==> config.mk <==
export PLATFORM = sky130hd
export DESIGN_NAME = stop_and_wait_frame_sender_flat
export DESIGN_NICKNAME = d
export VERILOG_FILES = /design/src/swfs_pkg.sv /design/src/swfs_if.sv /design/src/swfs_engine.sv /design/src/swfs_emitter.sv /design/src/stop_and_wait_frame_sender.sv /design/src/flat_wrapper.sv
export SDC_FILE = /design/constraint.sdc
export NUM_CORES = 1
export LEC_CHECK = 0
export ABC_AREA = 1
export BUFFER_PORTS_ARGS = -buffer_cell sky130_fd_sc_hd__buf_2
export CELL_PAD_IN_SITES_DETAIL_PLACEMENT = 2
export CELL_PAD_IN_SITES_GLOBAL_PLACEMENT = 2
export CORE_MARGIN = 3
export CORE_UTILIZATION = 30
export CTS_BUF_LIST = sky130_fd_sc_hd__clkbuf_16
export DETAILED_ROUTE_END_ITERATION = 7
export GPL_ROUTABILITY_DRIVEN = 0
export GPL_TIMING_DRIVEN = 0
export HOLD_SLACK_MARGIN = 0.15
export PLACE_DENSITY_LB_ADDON = 0.05
export RECOVER_POWER = 25
export SYNTH_ARGS = -nofsm -noshare
export SYNTH_HDL_FRONTEND = slang
export SYNTH_SLANG_ARGS = --single-unit
==> constraint.sdc <==
create_clock -name clk -period 9.1 [get_ports clk]
set_input_delay 1.82 -clock clk [delete_from_list [all_inputs] [get_ports clk]]
set_output_delay 1.82 -clock clk [all_outputs]
set_load 0.02 [all_outputs]
==> src/swfs_pkg.sv <==
// Package for the stop-and-wait frame sender: codes, constants, shared types and the check table.
`timescale 1ns / 1ps

package swfs_pkg;

	// Frame markers and check byte arithmetic.
	localparam logic [7:0] MARK_START = 8'hFE;
	localparam logic [7:0] MARK_END   = 8'hFD;
	localparam int unsigned CHECK_MUL = 32'h80;
	localparam int unsigned CHECK_DIV = 32'h87;

	// Register reset values.
	localparam logic [7:0] RESET_TIMEOUT   = 8'd4;
	localparam logic [7:0] RESET_MAX_TRIES = 8'd8;
	localparam logic [7:0] RESET_ACK       = 8'h88;
	localparam logic [7:0] RESET_NAK       = 8'h55;

	localparam int MAX_RESULTS = 7;
	localparam int CNT_W       = $clog2(MAX_RESULTS + 1);
	localparam int FRAME_LEN   = 5;

	typedef enum logic [1:0] {
		REQ_MSG  = 2'd0,
		REQ_TICK = 2'd1,
		REQ_RX   = 2'd2
	} req_type_t;

	typedef enum logic [2:0] {
		KIND_FRAME  = 3'd0,
		KIND_ACKED  = 3'd1,
		KIND_RETRY  = 3'd2,
		KIND_GAVEUP = 3'd3,
		KIND_BUSY   = 3'd4,
		KIND_WAIT   = 3'd5
	} kind_t;

	typedef enum logic [1:0] {
		REG_TIMEOUT   = 2'd0,
		REG_MAX_TRIES = 2'd1,
		REG_ACK       = 2'd2,
		REG_NAK       = 2'd3
	} reg_idx_t;

	typedef struct packed {
		logic [7:0] timeout_ticks;
		logic [7:0] max_tries;
		logic [7:0] ack_code;
		logic [7:0] nak_code;
	} cfg_t;

	typedef struct packed {
		kind_t      kind;
		logic [7:0] value;
	} result_t;

	// All results caused by one input item, in delivery order from entry 0.
	typedef struct packed {
		logic [CNT_W-1:0]                count;
		result_t [MAX_RESULTS-1:0]       items;
	} burst_t;

	typedef logic [7:0] chk_lut_t [256];

	// Check byte (data * 256) mod 135 for every data value, built at elaboration.
	function automatic chk_lut_t build_chk_lut();
		chk_lut_t lut;
		for (int i = 0; i < 256; i++) begin
			lut[i] = 8'((i * 2 * CHECK_MUL) % CHECK_DIV);
		end
		return lut;
	endfunction

	localparam chk_lut_t CHK_LUT = build_chk_lut();

	function automatic burst_t push(burst_t b, kind_t k, logic [7:0] v);
		burst_t r;
		r = b;
		r.items[b.count].kind  = k;
		r.items[b.count].value = v;
		r.count = b.count + CNT_W'(1);
		return r;
	endfunction

	function automatic burst_t push_frame(burst_t b, logic [7:0] seq, logic [7:0] data);
		burst_t r;
		r = push(b, KIND_FRAME, MARK_START);
		r = push(r, KIND_FRAME, seq);
		r = push(r, KIND_FRAME, data);
		r = push(r, KIND_FRAME, CHK_LUT[data]);
		r = push(r, KIND_FRAME, MARK_END);
		return r;
	endfunction

endpackage

==> src/swfs_if.sv <==
// Channel interfaces for the request input and the result output.
`timescale 1ns / 1ps

interface swfs_req_if;
	logic       valid;
	logic       ready;
	logic [1:0] req_type;
	logic [7:0] data_byte;
	logic       first_of_message;

	modport source (output valid, output req_type, output data_byte, output first_of_message,
		input ready);
	modport sink (input valid, input req_type, input data_byte, input first_of_message,
		output ready);
endinterface

interface swfs_res_if;
	logic       valid;
	logic       ready;
	logic [2:0] kind;
	logic [7:0] out_byte;
	logic       last;

	modport source (output valid, output kind, output out_byte, output last, input ready);
	modport sink (input valid, input kind, input out_byte, input last, output ready);
endinterface

==> src/swfs_engine.sv <==
// Input register, protocol state and construction of the result list for one request.
`timescale 1ns / 1ps

module swfs_engine
	import swfs_pkg::*;
(
	input  logic   clk,
	input  logic   arst_n,
	swfs_req_if.sink req,
	input  cfg_t   cfg,
	output logic   desc_valid,
	input  logic   desc_ready,
	output burst_t desc
);

	logic       valid_s1;
	logic [1:0] req_type_s1;
	logic [7:0] data_byte_s1;
	logic       first_s1;

	logic       busy_q;
	logic [7:0] held_data_q;
	logic [7:0] held_seq_q;
	logic [7:0] msg_idx_q;
	logic [7:0] try_q;
	logic [7:0] tick_q;
	logic       wait_rep_q;

	logic       busy_d;
	logic [7:0] held_data_d;
	logic [7:0] held_seq_d;
	logic [7:0] msg_idx_d;
	logic [7:0] try_d;
	logic [7:0] tick_d;
	logic       wait_rep_d;

	logic [7:0] tick_inc;
	logic [7:0] try_inc;
	logic [7:0] seq_new;
	logic       adv;

	assign tick_inc = (tick_q == 8'hFF) ? tick_q : tick_q + 8'd1;
	assign try_inc  = (try_q == 8'hFF) ? try_q : try_q + 8'd1;
	assign seq_new  = (first_s1 ? 8'd0 : msg_idx_q) + 8'd1;

	// An item with no results retires without waiting for the output side.
	assign adv        = valid_s1 && ((desc.count == '0) || desc_ready);
	assign desc_valid = valid_s1 && (desc.count != '0);
	assign req.ready  = !valid_s1 || adv;

	always_ff @(posedge clk or negedge arst_n) begin
		if (!arst_n) begin
			valid_s1 <= 1'b0;
		end else if (req.ready) begin
			valid_s1 <= req.valid;
		end
	end

	always_ff @(posedge clk) begin
		if (req.ready && req.valid) begin
			req_type_s1  <= req.req_type;
			data_byte_s1 <= req.data_byte;
			first_s1     <= req.first_of_message;
		end
	end

	always_comb begin
		desc        = '0;
		busy_d      = busy_q;
		held_data_d = held_data_q;
		held_seq_d  = held_seq_q;
		msg_idx_d   = msg_idx_q;
		try_d       = try_q;
		tick_d      = tick_q;
		wait_rep_d  = wait_rep_q;
		case (req_type_t'(req_type_s1))
			REQ_MSG: begin
				if (busy_q) begin
					desc = push(desc, KIND_BUSY, 8'h00);
				end else begin
					held_data_d = data_byte_s1;
					held_seq_d  = seq_new;
					msg_idx_d   = seq_new;
					try_d       = 8'd0;
					busy_d      = 1'b1;
					tick_d      = 8'd0;
					wait_rep_d  = 1'b0;
					desc = push_frame(desc, seq_new, data_byte_s1);
				end
			end
			REQ_TICK: begin
				if (busy_q) begin
					if (!wait_rep_q) begin
						desc = push(desc, KIND_WAIT, 8'h00);
						wait_rep_d = 1'b1;
					end
					tick_d = tick_inc;
					if (tick_inc >= cfg.timeout_ticks) begin
						try_d = try_inc;
						if (try_inc < cfg.max_tries) begin
							desc = push(desc, KIND_RETRY, 8'h00);
							desc = push_frame(desc, held_seq_q, held_data_q);
							tick_d     = 8'd0;
							wait_rep_d = 1'b0;
						end else begin
							desc = push(desc, KIND_GAVEUP, 8'h00);
							busy_d = 1'b0;
						end
					end
				end
			end
			REQ_RX: begin
				if (busy_q) begin
					// The accept meaning wins when both codes are equal.
					if (data_byte_s1 == cfg.ack_code) begin
						desc = push(desc, KIND_ACKED, 8'h00);
						busy_d = 1'b0;
					end else if (data_byte_s1 == cfg.nak_code) begin
						if (try_q < cfg.max_tries) begin
							desc = push(desc, KIND_RETRY, 8'h00);
							desc = push_frame(desc, held_seq_q, held_data_q);
							tick_d     = 8'd0;
							wait_rep_d = 1'b0;
							try_d      = try_inc;
						end else begin
							desc = push(desc, KIND_GAVEUP, 8'h00);
							busy_d = 1'b0;
						end
					end else if (!wait_rep_q) begin
						desc = push(desc, KIND_WAIT, 8'h00);
						wait_rep_d = 1'b1;
					end
				end
			end
			default: begin
			end
		endcase
	end

	always_ff @(posedge clk or negedge arst_n) begin
		if (!arst_n) begin
			busy_q      <= 1'b0;
			held_data_q <= 8'd0;
			held_seq_q  <= 8'd0;
			msg_idx_q   <= 8'd0;
			try_q       <= 8'd0;
			tick_q      <= 8'd0;
			wait_rep_q  <= 1'b0;
		end else if (adv) begin
			busy_q      <= busy_d;
			held_data_q <= held_data_d;
			held_seq_q  <= held_seq_d;
			msg_idx_q   <= msg_idx_d;
			try_q       <= try_d;
			tick_q      <= tick_d;
			wait_rep_q  <= wait_rep_d;
		end
	end

endmodule

==> src/swfs_emitter.sv <==
// Result register that holds one result list and hands it out one result per transaction.
`timescale 1ns / 1ps

module swfs_emitter
	import swfs_pkg::*;
(
	input  logic   clk,
	input  logic   arst_n,
	input  logic   desc_valid,
	output logic   desc_ready,
	input  burst_t desc,
	swfs_res_if.source res
);

	logic                    bvalid_q;
	logic [CNT_W-1:0]        count_q;
	logic [CNT_W-1:0]        idx_q;
	result_t [MAX_RESULTS-1:0] items_q;
	logic                    is_last;
	logic                    done;

	assign is_last    = (idx_q == count_q - CNT_W'(1));
	assign done       = res.valid && res.ready && is_last;
	assign desc_ready = !bvalid_q || done;

	assign res.valid    = bvalid_q;
	assign res.kind     = items_q[idx_q].kind;
	assign res.out_byte = items_q[idx_q].value;
	assign res.last     = is_last;

	always_ff @(posedge clk or negedge arst_n) begin
		if (!arst_n) begin
			bvalid_q <= 1'b0;
			idx_q    <= '0;
		end else if (desc_ready) begin
			bvalid_q <= desc_valid;
			idx_q    <= '0;
		end else if (res.valid && res.ready) begin
			idx_q <= idx_q + CNT_W'(1);
		end
	end

	always_ff @(posedge clk) begin
		if (desc_ready && desc_valid) begin
			count_q <= desc.count;
			items_q <= desc.items;
		end
	end

endmodule

==> src/stop_and_wait_frame_sender.sv <==
// Top level of the stop-and-wait frame sender: register port and the two datapath parts.
//
// A message byte sent while idle leaves as a five-byte frame (start marker, sequence, data,
// check byte, end marker); the sender then waits for an accept or reject byte and counts
// timer ticks, retransmitting on reject or timeout until the try limit, then giving up.
// Requests are taken one per cycle into an input register while it is free or passes its item
// on, and each is turned combinationally into its full list of results (none to seven). The
// list waits in a result register that hands out one result per cycle while the output is
// ready, so an item holds the output for one transaction per result (a frame transmission
// has five, a retry six or seven), and an item with no results retires without entering it;
// the output serializer sets the sustained rate. A new request is taken while the previous
// list is still being delivered. Registers lie at byte addresses 0 (timeout ticks), 4 (try
// limit), 8 (accept code) and 12 (reject code) and should only be written while no transaction is outstanding.
`timescale 1ns / 1ps

module stop_and_wait_frame_sender
	import swfs_pkg::*;
(
	input  logic        clk,
	input  logic        arst_n,
	swfs_req_if.sink    req,
	swfs_res_if.source  res,
	input  logic        psel,
	input  logic        penable,
	input  logic        pwrite,
	input  logic [3:0]  paddr,
	input  logic [31:0] pwdata,
	output logic [31:0] prdata,
	output logic        pready
);

	cfg_t   cfg_q;
	logic   desc_valid;
	logic   desc_ready;
	burst_t desc;

	assign pready = 1'b1;

	always_ff @(posedge clk or negedge arst_n) begin
		if (!arst_n) begin
			cfg_q.timeout_ticks <= RESET_TIMEOUT;
			cfg_q.max_tries     <= RESET_MAX_TRIES;
			cfg_q.ack_code      <= RESET_ACK;
			cfg_q.nak_code      <= RESET_NAK;
		end else if (psel && penable && pwrite && pready) begin
			unique case (reg_idx_t'(paddr[3:2]))
				REG_TIMEOUT:   cfg_q.timeout_ticks <= pwdata[7:0];
				REG_MAX_TRIES: cfg_q.max_tries     <= pwdata[7:0];
				REG_ACK:       cfg_q.ack_code      <= pwdata[7:0];
				REG_NAK:       cfg_q.nak_code      <= pwdata[7:0];
			endcase
		end
	end

	always_comb begin
		unique case (reg_idx_t'(paddr[3:2]))
			REG_TIMEOUT:   prdata = {24'd0, cfg_q.timeout_ticks};
			REG_MAX_TRIES: prdata = {24'd0, cfg_q.max_tries};
			REG_ACK:       prdata = {24'd0, cfg_q.ack_code};
			REG_NAK:       prdata = {24'd0, cfg_q.nak_code};
		endcase
	end

	swfs_engine u_engine (
		.clk        (clk),
		.arst_n     (arst_n),
		.req        (req),
		.cfg        (cfg_q),
		.desc_valid (desc_valid),
		.desc_ready (desc_ready),
		.desc       (desc)
	);

	swfs_emitter u_emitter (
		.clk        (clk),
		.arst_n     (arst_n),
		.desc_valid (desc_valid),
		.desc_ready (desc_ready),
		.desc       (desc),
		.res        (res)
	);

endmodule
==> src/flat_wrapper.sv <==
// flat-port wrapper written by rule: the top's interface ports become plain ports
module stop_and_wait_frame_sender_flat import swfs_pkg::*;
  (clk, arst_n, psel, penable, pwrite, paddr, pwdata, prdata, pready, req_valid, req_req_type, req_data_byte, req_first_of_message, req_ready, res_valid, res_kind, res_out_byte, res_last, res_ready);
  swfs_req_if req_i ();
  swfs_res_if res_i ();
  input  logic clk;
  input  logic arst_n;
  input  logic psel;
  input  logic penable;
  input  logic pwrite;
  input  logic [3:0] paddr;
  input  logic [31:0] pwdata;
  output logic [31:0] prdata;
  output logic pready;
  input wire logic [$bits(req_i.valid)-1:0] req_valid;
  input wire logic [$bits(req_i.req_type)-1:0] req_req_type;
  input wire logic [$bits(req_i.data_byte)-1:0] req_data_byte;
  input wire logic [$bits(req_i.first_of_message)-1:0] req_first_of_message;
  output wire logic [$bits(req_i.ready)-1:0] req_ready;
  output wire logic [$bits(res_i.valid)-1:0] res_valid;
  output wire logic [$bits(res_i.kind)-1:0] res_kind;
  output wire logic [$bits(res_i.out_byte)-1:0] res_out_byte;
  output wire logic [$bits(res_i.last)-1:0] res_last;
  input wire logic [$bits(res_i.ready)-1:0] res_ready;
  assign req_i.valid = req_valid;
  assign req_i.req_type = req_req_type;
  assign req_i.data_byte = req_data_byte;
  assign req_i.first_of_message = req_first_of_message;
  assign req_ready = req_i.ready;
  assign res_valid = res_i.valid;
  assign res_kind = res_i.kind;
  assign res_out_byte = res_i.out_byte;
  assign res_last = res_i.last;
  assign res_i.ready = res_ready;
  stop_and_wait_frame_sender u_core (.clk(clk), .arst_n(arst_n), .req(req_i), .res(res_i), .psel(psel), .penable(penable), .pwrite(pwrite), .paddr(paddr), .pwdata(pwdata), .prdata(prdata), .pready(pready));
endmodule
Word-level counts from Yosys, hierarchy flattened. Memories as Yosys holds them, arrays and structs flattened. Index checks and enable logic that the tools add are counted.

Flip-flop bits (word level): 162. ROM bits: 4096. Input bits: 54. Output and inout port bits: 47. Logic and storage cells: 212. Memories: 2.

Memories: (name not given) (depth 256, bits a word 8, read ports 1, clocked after memory_dff 0, wr ports 0, RTL line swfs_pkg.sv:89) `r = push(r, KIND_FRAME, CHK_LUT[data]);`; (name not given) (depth 256, bits a word 8, read ports 1, clocked after memory_dff 0, wr ports 0, RTL line swfs_pkg.sv:89).

Add/sub/neg operators: 11. $lt $le $gt $ge: 18. Equality and inequality tests: 18. Multiplexer cells: 95. Bitwise logic cells: 3. Reduce and logical (&&, ||, !) cells: 34.

Operators by type and width (number): $bwmux 77 (14); $mux 80 (10); $demux 11 s3 (12); $pmux 80 s3 (1); $mux 8 (27); $pmux 32 s4 (1); $mux 78 (1); $mux 11 (7); $pmux 8 s3 (2); $bmux 11 s3 (1); $lt 3x4->1 const B (7); $add 8x1->8 const B (3); $add 3x1->3 const B (7); $ge 3x1->1 const B (6); $ge 9x9->1 const B (2); $not 8->9 (2); $eq 8x8->1 (2); $eq 8x8->1 const B (2); $lt 8x8->1 (2); $mux 1 (15); $logic_and 1x1->1 (14); $ne 2x2->1 const B (7); $reduce_and 2->1 (5); $reduce_and 9->1 (1); 18 further kinds (28).

Depth between registers and ports, before layout.
Depth after elaboration: 28. Gate-level depth with buffers: 29.

Hierarchy. From an unflattened synthesis, not the netlist that was laid out.

Cell total of the unflattened synthesis: 2009. Area total of the unflattened synthesis: 14101.0 um2.

Modules (own cells, without submodules): swfs_engine (times used 1, cells each 1511, area each 8899.8 um2); swfs_emitter (times used 1, cells each 277, area each 3423.3 um2); stop_and_wait_frame_sender (times used 1, cells each 221, area each 1778.0 um2).

Worst setup path before layout. No wires, ideal clock.

Kind: reg2reg. Start point: reg u_core.u_engine.tick_q[0]. End point: reg u_core.u_emitter.count_q[0] (enable). Data arrival time: 4.935 ns. Required time: 8.642 ns. Setup slack: 3.707 ns. Cell stages (with the launch flop): 25. Cells stage by stage: dfrtp_1 -> ha_1 -> nand2_1 -> nor3_1 -> inv_1 -> nor2_1 -> inv_1 -> nor2_1 -> inv_1 -> nand2_1 -> o21ai_0 -> ha_1 -> nand2_1 -> nand2_1 -> nand2_1 -> nand2_1 -> nand2_1 -> nand3_2 -> nand2_2 -> or2_2 -> nand2_1 -> o21ai_1 -> nand2_2 -> nand2_1 -> nor2_1.

Word-level cells in the longest chain between the ends: 9. Elaborated cells between the ends (all ways): 10. Classes of those cells: add/sub: 1; order compare: 1; eq/ne: 1; mux: 4; reduce/logical: 3.

RTL lines: start, declared (RTL line swfs_engine.sv:26) `logic [7:0] tick_q;`; start signal, assigned (RTL line swfs_engine.sv:155) `tick_q <= tick_d;`; $add 8x1->8 or $eq 8x8->1 (tied branches) (RTL line swfs_engine.sv:42) `assign tick_inc = (tick_q == 8'hFF) ? tick_q : tick_q + 8'd1;`; $mux 8 * (RTL line swfs_engine.sv:42); $ge 8x8->1 * (RTL line swfs_engine.sv:98) `if (tick_inc >= cfg.timeout_ticks) begin`; $mux 80 * (RTL line swfs_engine.sv:98); $mux 80 * (RTL line swfs_engine.sv:92) `if (busy_q) begin`; $pmux 80 s3 * (RTL line swfs_engine.sv:76) `case (req_type_t'(req_type_s1))`; $reduce_bool 3->1 * (RTL line swfs_engine.sv:48) `assign desc_valid = valid_s1 && (desc.count != '0);`; $logic_and 1x1->1 * (RTL line swfs_engine.sv:48); $logic_and 1x1->1 * (RTL line swfs_emitter.sv:44) `if (desc_ready && desc_valid) begin`; end signal, assigned (RTL line swfs_emitter.sv:45) `count_q <= desc.count;`; end, declared (RTL line swfs_emitter.sv:16) `logic [CNT_W-1:0] count_q;`.

Every way passes the cells marked *; elsewhere a longest branch is shown, timed or not. A chain may end at the register's enable or synchronous reset.

Final worst setup path.
Start point: reg u_core.u_engine.tick_q[0]. End point: out req_ready.

Word-level cells in the longest chain between the ends: 10. Elaborated cells between the ends (all ways): 11. Classes of those cells: add/sub: 1; order compare: 1; eq/ne: 1; mux: 4; reduce/logical: 4.

RTL lines: $add 8x1->8 or $eq 8x8->1 (tied branches) (RTL line swfs_engine.sv:42); $mux 8 * (RTL line swfs_engine.sv:42); $ge 8x8->1 * (RTL line swfs_engine.sv:98); $mux 80 * (RTL line swfs_engine.sv:98); $mux 80 * (RTL line swfs_engine.sv:92); $pmux 80 s3 * (RTL line swfs_engine.sv:76); $logic_not 3->1 * (RTL line swfs_engine.sv:47) `assign adv = valid_s1 && ((desc.count == '0) || desc_ready);`; $logic_or 1x1->1 * (RTL line swfs_engine.sv:47); $logic_and 1x1->1 * (RTL line swfs_engine.sv:47); $logic_or 1x1->1 * (RTL line swfs_engine.sv:49) `assign req.ready = !valid_s1 || adv;`; end, declared (RTL line flat_wrapper.sv:19) `output wire logic [$bits(req_i.ready)-1:0] req_ready;`.

Marks and branches as above.

==> flow_metrics.env <==
export IMPL_fin_cells=2371
export IMPL_cts_root_buffer="clkbuf_16"
export IMPL_fin_util_pct=34.8
export IMPL_chipWidth_um=207
export IMPL_maxSlewHeadroom_pct=-143
export IMPL_clkSlewWorstSetupHoldPaths_ns=0.07
export IMPL_rsz0062_at_grt="false"
export IMPL_grt_pass1_vias=14300
export IMPL_drive_above_1_share_pct=11.1
export IMPL_fin_nets=1962
export IMPL_endpoint_kind="output port"
export IMPL_core_um2=39200
export IMPL_tightest_slew_ns=3.65
export IMPL_synthTopCellsByArea="edfxtp_1, nand2_1, dfrtp_1"
export IMPL_skew_ns=0.0201
export IMPL_syn_area_um2=12100
export IMPL_p_leak_nw=6.19
export IMPL_antenna_found_initial=0
export IMPL_criticalPathCategory="flip-flop to output port"
export IMPL_p_per_area_nw_per_um2=327
export IMPL_dieArea_um2=42700
export IMPL_status="finished, violations left"
export IMPL_grt_max_degree=63
export IMPL_synth_cell_types=64
export IMPL_multi_input_area_um2=7290
export IMPL_area_delta_synth_final_pct=13.2
export IMPL_drtIter0Drc=909
export IMPL_maxCapViolCount=1
export IMPL_pin_count=101
export IMPL_diodes=0
export IMPL_hp_class="flip-flop to flip-flop"
export IMPL_die_h_um=207
export IMPL_grt_use_total_pct=26.9
export IMPL_hold_buffers=0
export IMPL_start_util_pct=30.8
export IMPL_hold_ws_ns=0.489
export IMPL_viasPerCell=5.59
export IMPL_drc=0
export IMPL_synth_edf_count=61
export IMPL_firstDrtPassIters=7
export IMPL_hold_violations=0
export IMPL_fin_crit_sh_pct=68.6
export IMPL_grt_first_pass_wirelength_um=87200
export IMPL_crit_path_start_kind="flip-flop"
export IMPL_dp_hpwl_um=43700
export IMPL_clkSinkCount=132
export IMPL_crit_arrival_ns=4.43
export IMPL_fin_crit_ns=6.25
export IMPL_fmax_mhz=160
export IMPL_required_ns=7.28
export IMPL_h_tree_depth=4
export IMPL_cts_buffers_inserted=17
export IMPL_setup_tns_final_ns=0
export IMPL_worstSkewPairLatency_ns=0.45
export IMPL_worstPathMaxFanout=6
export IMPL_vias=13200
export IMPL_ir_worst_vdd_uv=120
export IMPL_slew_viol_final=63
export IMPL_synth_seq_cells=132
export IMPL_dp_cells=2339
export IMPL_async_flop_share_pct=53.8
export IMPL_yosys_area_top_type="edfxtp_1"
export IMPL_violations="capacitance limit, slew limit"
export IMPL_routedWlPerCell_um=24.0
export IMPL_overflow=0
export IMPL_cts_tree="yes"
export IMPL_rows=72
export IMPL_syn_mean_instance_area_um2=6.90
export IMPL_portBuffers=49
export IMPL_regArea_um2=3620
export IMPL_postCtsSetupBuffers=0
export IMPL_synth_top_area_share_pct=15.2
export IMPL_n_fill_cell=4776
export IMPL_synth_flop_cell="dfrtp_1"
export IMPL_yosysSeqAreaShare_pct=30.0
export IMPL_synthCells=1747
export IMPL_ant_nets=0
export IMPL_finalSetupViolCount=0
export IMPL_clock_path_buffers=2
export IMPL_yosys_warnings=0
export IMPL_ctsResizeCount=0
export IMPL_routed_wl_um=56800
cell families after synthesis:
logic type / Yosys count / synth area share (%)
compound gates: 466 / 23.7
xor+xnor: 28 / 2.03
fa+ha+maj: 68 / 7.05
buf+inv: 284 / 10.4
flops: 132 / 30.0
mux: 1 / 0.0933
other cells: 2 / 0.0623
simple gates: 766 / 26.7
layout make-up:
cell class	instances	area share, %
plain buffers	109	4.34
clock buffers	17	3.12
clock inverters	15	1.13
inverters	175	4.83
multi-input cells	1354	53.4
flip-flops and latches	132	26.5
well taps	518	4.75
repair buffers	51	1.95
registers in the layout (all words and copies together) (netlist names):
| register | flops |
|---|---|
| u_core.u_emitter.count_q | 3 |
| u_core.u_engine.req_type_s1 | 2 |
| u_core.u_engine.valid_s1 | 1 |
| u_core.u_engine.first_s1 | 1 |
| u_core.u_engine.data_byte_s1 | 8 |
| u_core.u_engine.held_data_q | 8 |
| u_core.u_emitter.res.valid | 1 |
| u_core.u_emitter.items_q | 47 |
| u_core.u_engine.wait_rep_q | 1 |
| u_core.u_emitter.idx_q | 3 |
| u_core.u_engine.try_q | 8 |
| u_core.u_engine.msg_idx_q | 8 |
| u_core.u_engine.busy_q | 1 |
| u_core.cfg_q | 32 |
| u_core.u_engine.tick_q | 8 |
routing by layer:
layer | vias to the layer above | routed length [um] | track usage [%]
met4 | 0 | 1250 | 7.76
met3 | 84 | 2260 | 3.20
met5 | - | 0 | 0
met2 | 339 | 28700 | 48.3
met1 | 6706 | 24600 | 33.9
li1 | 6115 | - | -
cells in the final DEF (no fill, tap or decap), types with 28 or more instances in the layout:
cell type and n:
o21ai_0 161, edfxtp_1 61, inv_1 167, clkbuf_1 47, ha_1 68, o211ai_1 40, a21oi_1 113, nor2_1 151
buf_4 28, buf_2 66, nand3_1 77, nand2_1 460, dfrtp_1 63
worst max-delay path, cell delays in order (launching register included):
cell,delay (ns)
dfrtp_1,0.41
ha_1,0.23
nand2_1,0.10
nor3_1,0.15
inv_1,0.07
nor2_1,0.09
inv_1,0.06
nor2_1,0.37
inv_1,0.22
o21ai_0,0.37
ha_1,0.31
nand2_1,0.08
nand2_1,0.05
nand2_1,0.05
nand2_1,0.04
nand2_1,0.06
nand3_2,0.14
nand2_2,0.16
nand2_1,0.09
a21oi_1,0.23
nand2_1,0.09
o21ai_1,0.15
nand2_2,0.12
nand3_1,0.14
buf_2,0.19
report_power, final:
group / internal [mW] / switching [mW]
clock: 0.405 / 0.306
sequential: 0.765 / 0.123
combinational: 0.771 / 2.10
total: 1.94 / 2.53
Yosys cell counts, drive strengths merged, types with 2 or more instances:
cell / n
a211oi: 9
a21boi: 3
a21oi: 116
a221o: 2
a221oi: 14
a22oi: 8
a311oi: 2
a31oi: 20
a32oi: 6
a41oi: 6
buf: 64
clkbuf: 45
clkinv: 3
conb: 2
dfrtp: 63
dfstp: 8
edfxtp: 61
ha: 68
inv: 172
nand2: 484
nand3: 81
nand4: 22
nor2: 156
nor3: 12
nor4: 2
o2111ai: 8
o211ai: 40
o21a: 4
o21ai: 181
o221ai: 12
o22ai: 16
o311ai: 5
o31ai: 7
o32ai: 3
or2: 7
xnor2: 7
xor2: 21
stage by stage:
stage	setup slack [ns]	cell area (um2)	power (mW)
2_1_floorplan	3.71	12100	2.66
3_3_place_gp	2.03	13000	3.65
3_5_place_dp	3.23	13100	3.71
4_1_cts	2.72	13700	4.45
5_1_grt	2.23	13700	4.79
6_report	2.85	13700	4.47
worst paths after layout:
| path | start | end | slack [ns] | cells past startpoint |
|---|---|---|---|---|
| min in group asynchronous | arst_n | u_core.u_engine.tick_q[3] | 1.36 | 1 |
| min reg2reg | u_core.u_engine.tick_q[6] | u_core.u_engine.tick_q[6] | 0.49 | 2 |
| max | u_core.u_engine.tick_q[0] | req_ready | 2.85 | 24 |
| min | u_core.u_engine.tick_q[6] | u_core.u_engine.tick_q[6] | 0.49 | 2 |
| max in group asynchronous | arst_n | u_core.cfg_q[22] | 3.83 | 2 |
| max reg2reg | u_core.u_engine.tick_q[0] | u_core.u_emitter.items_q[34] | 4.34 | 26 |
Note: power is estimated with default switching activity, not from simulation.
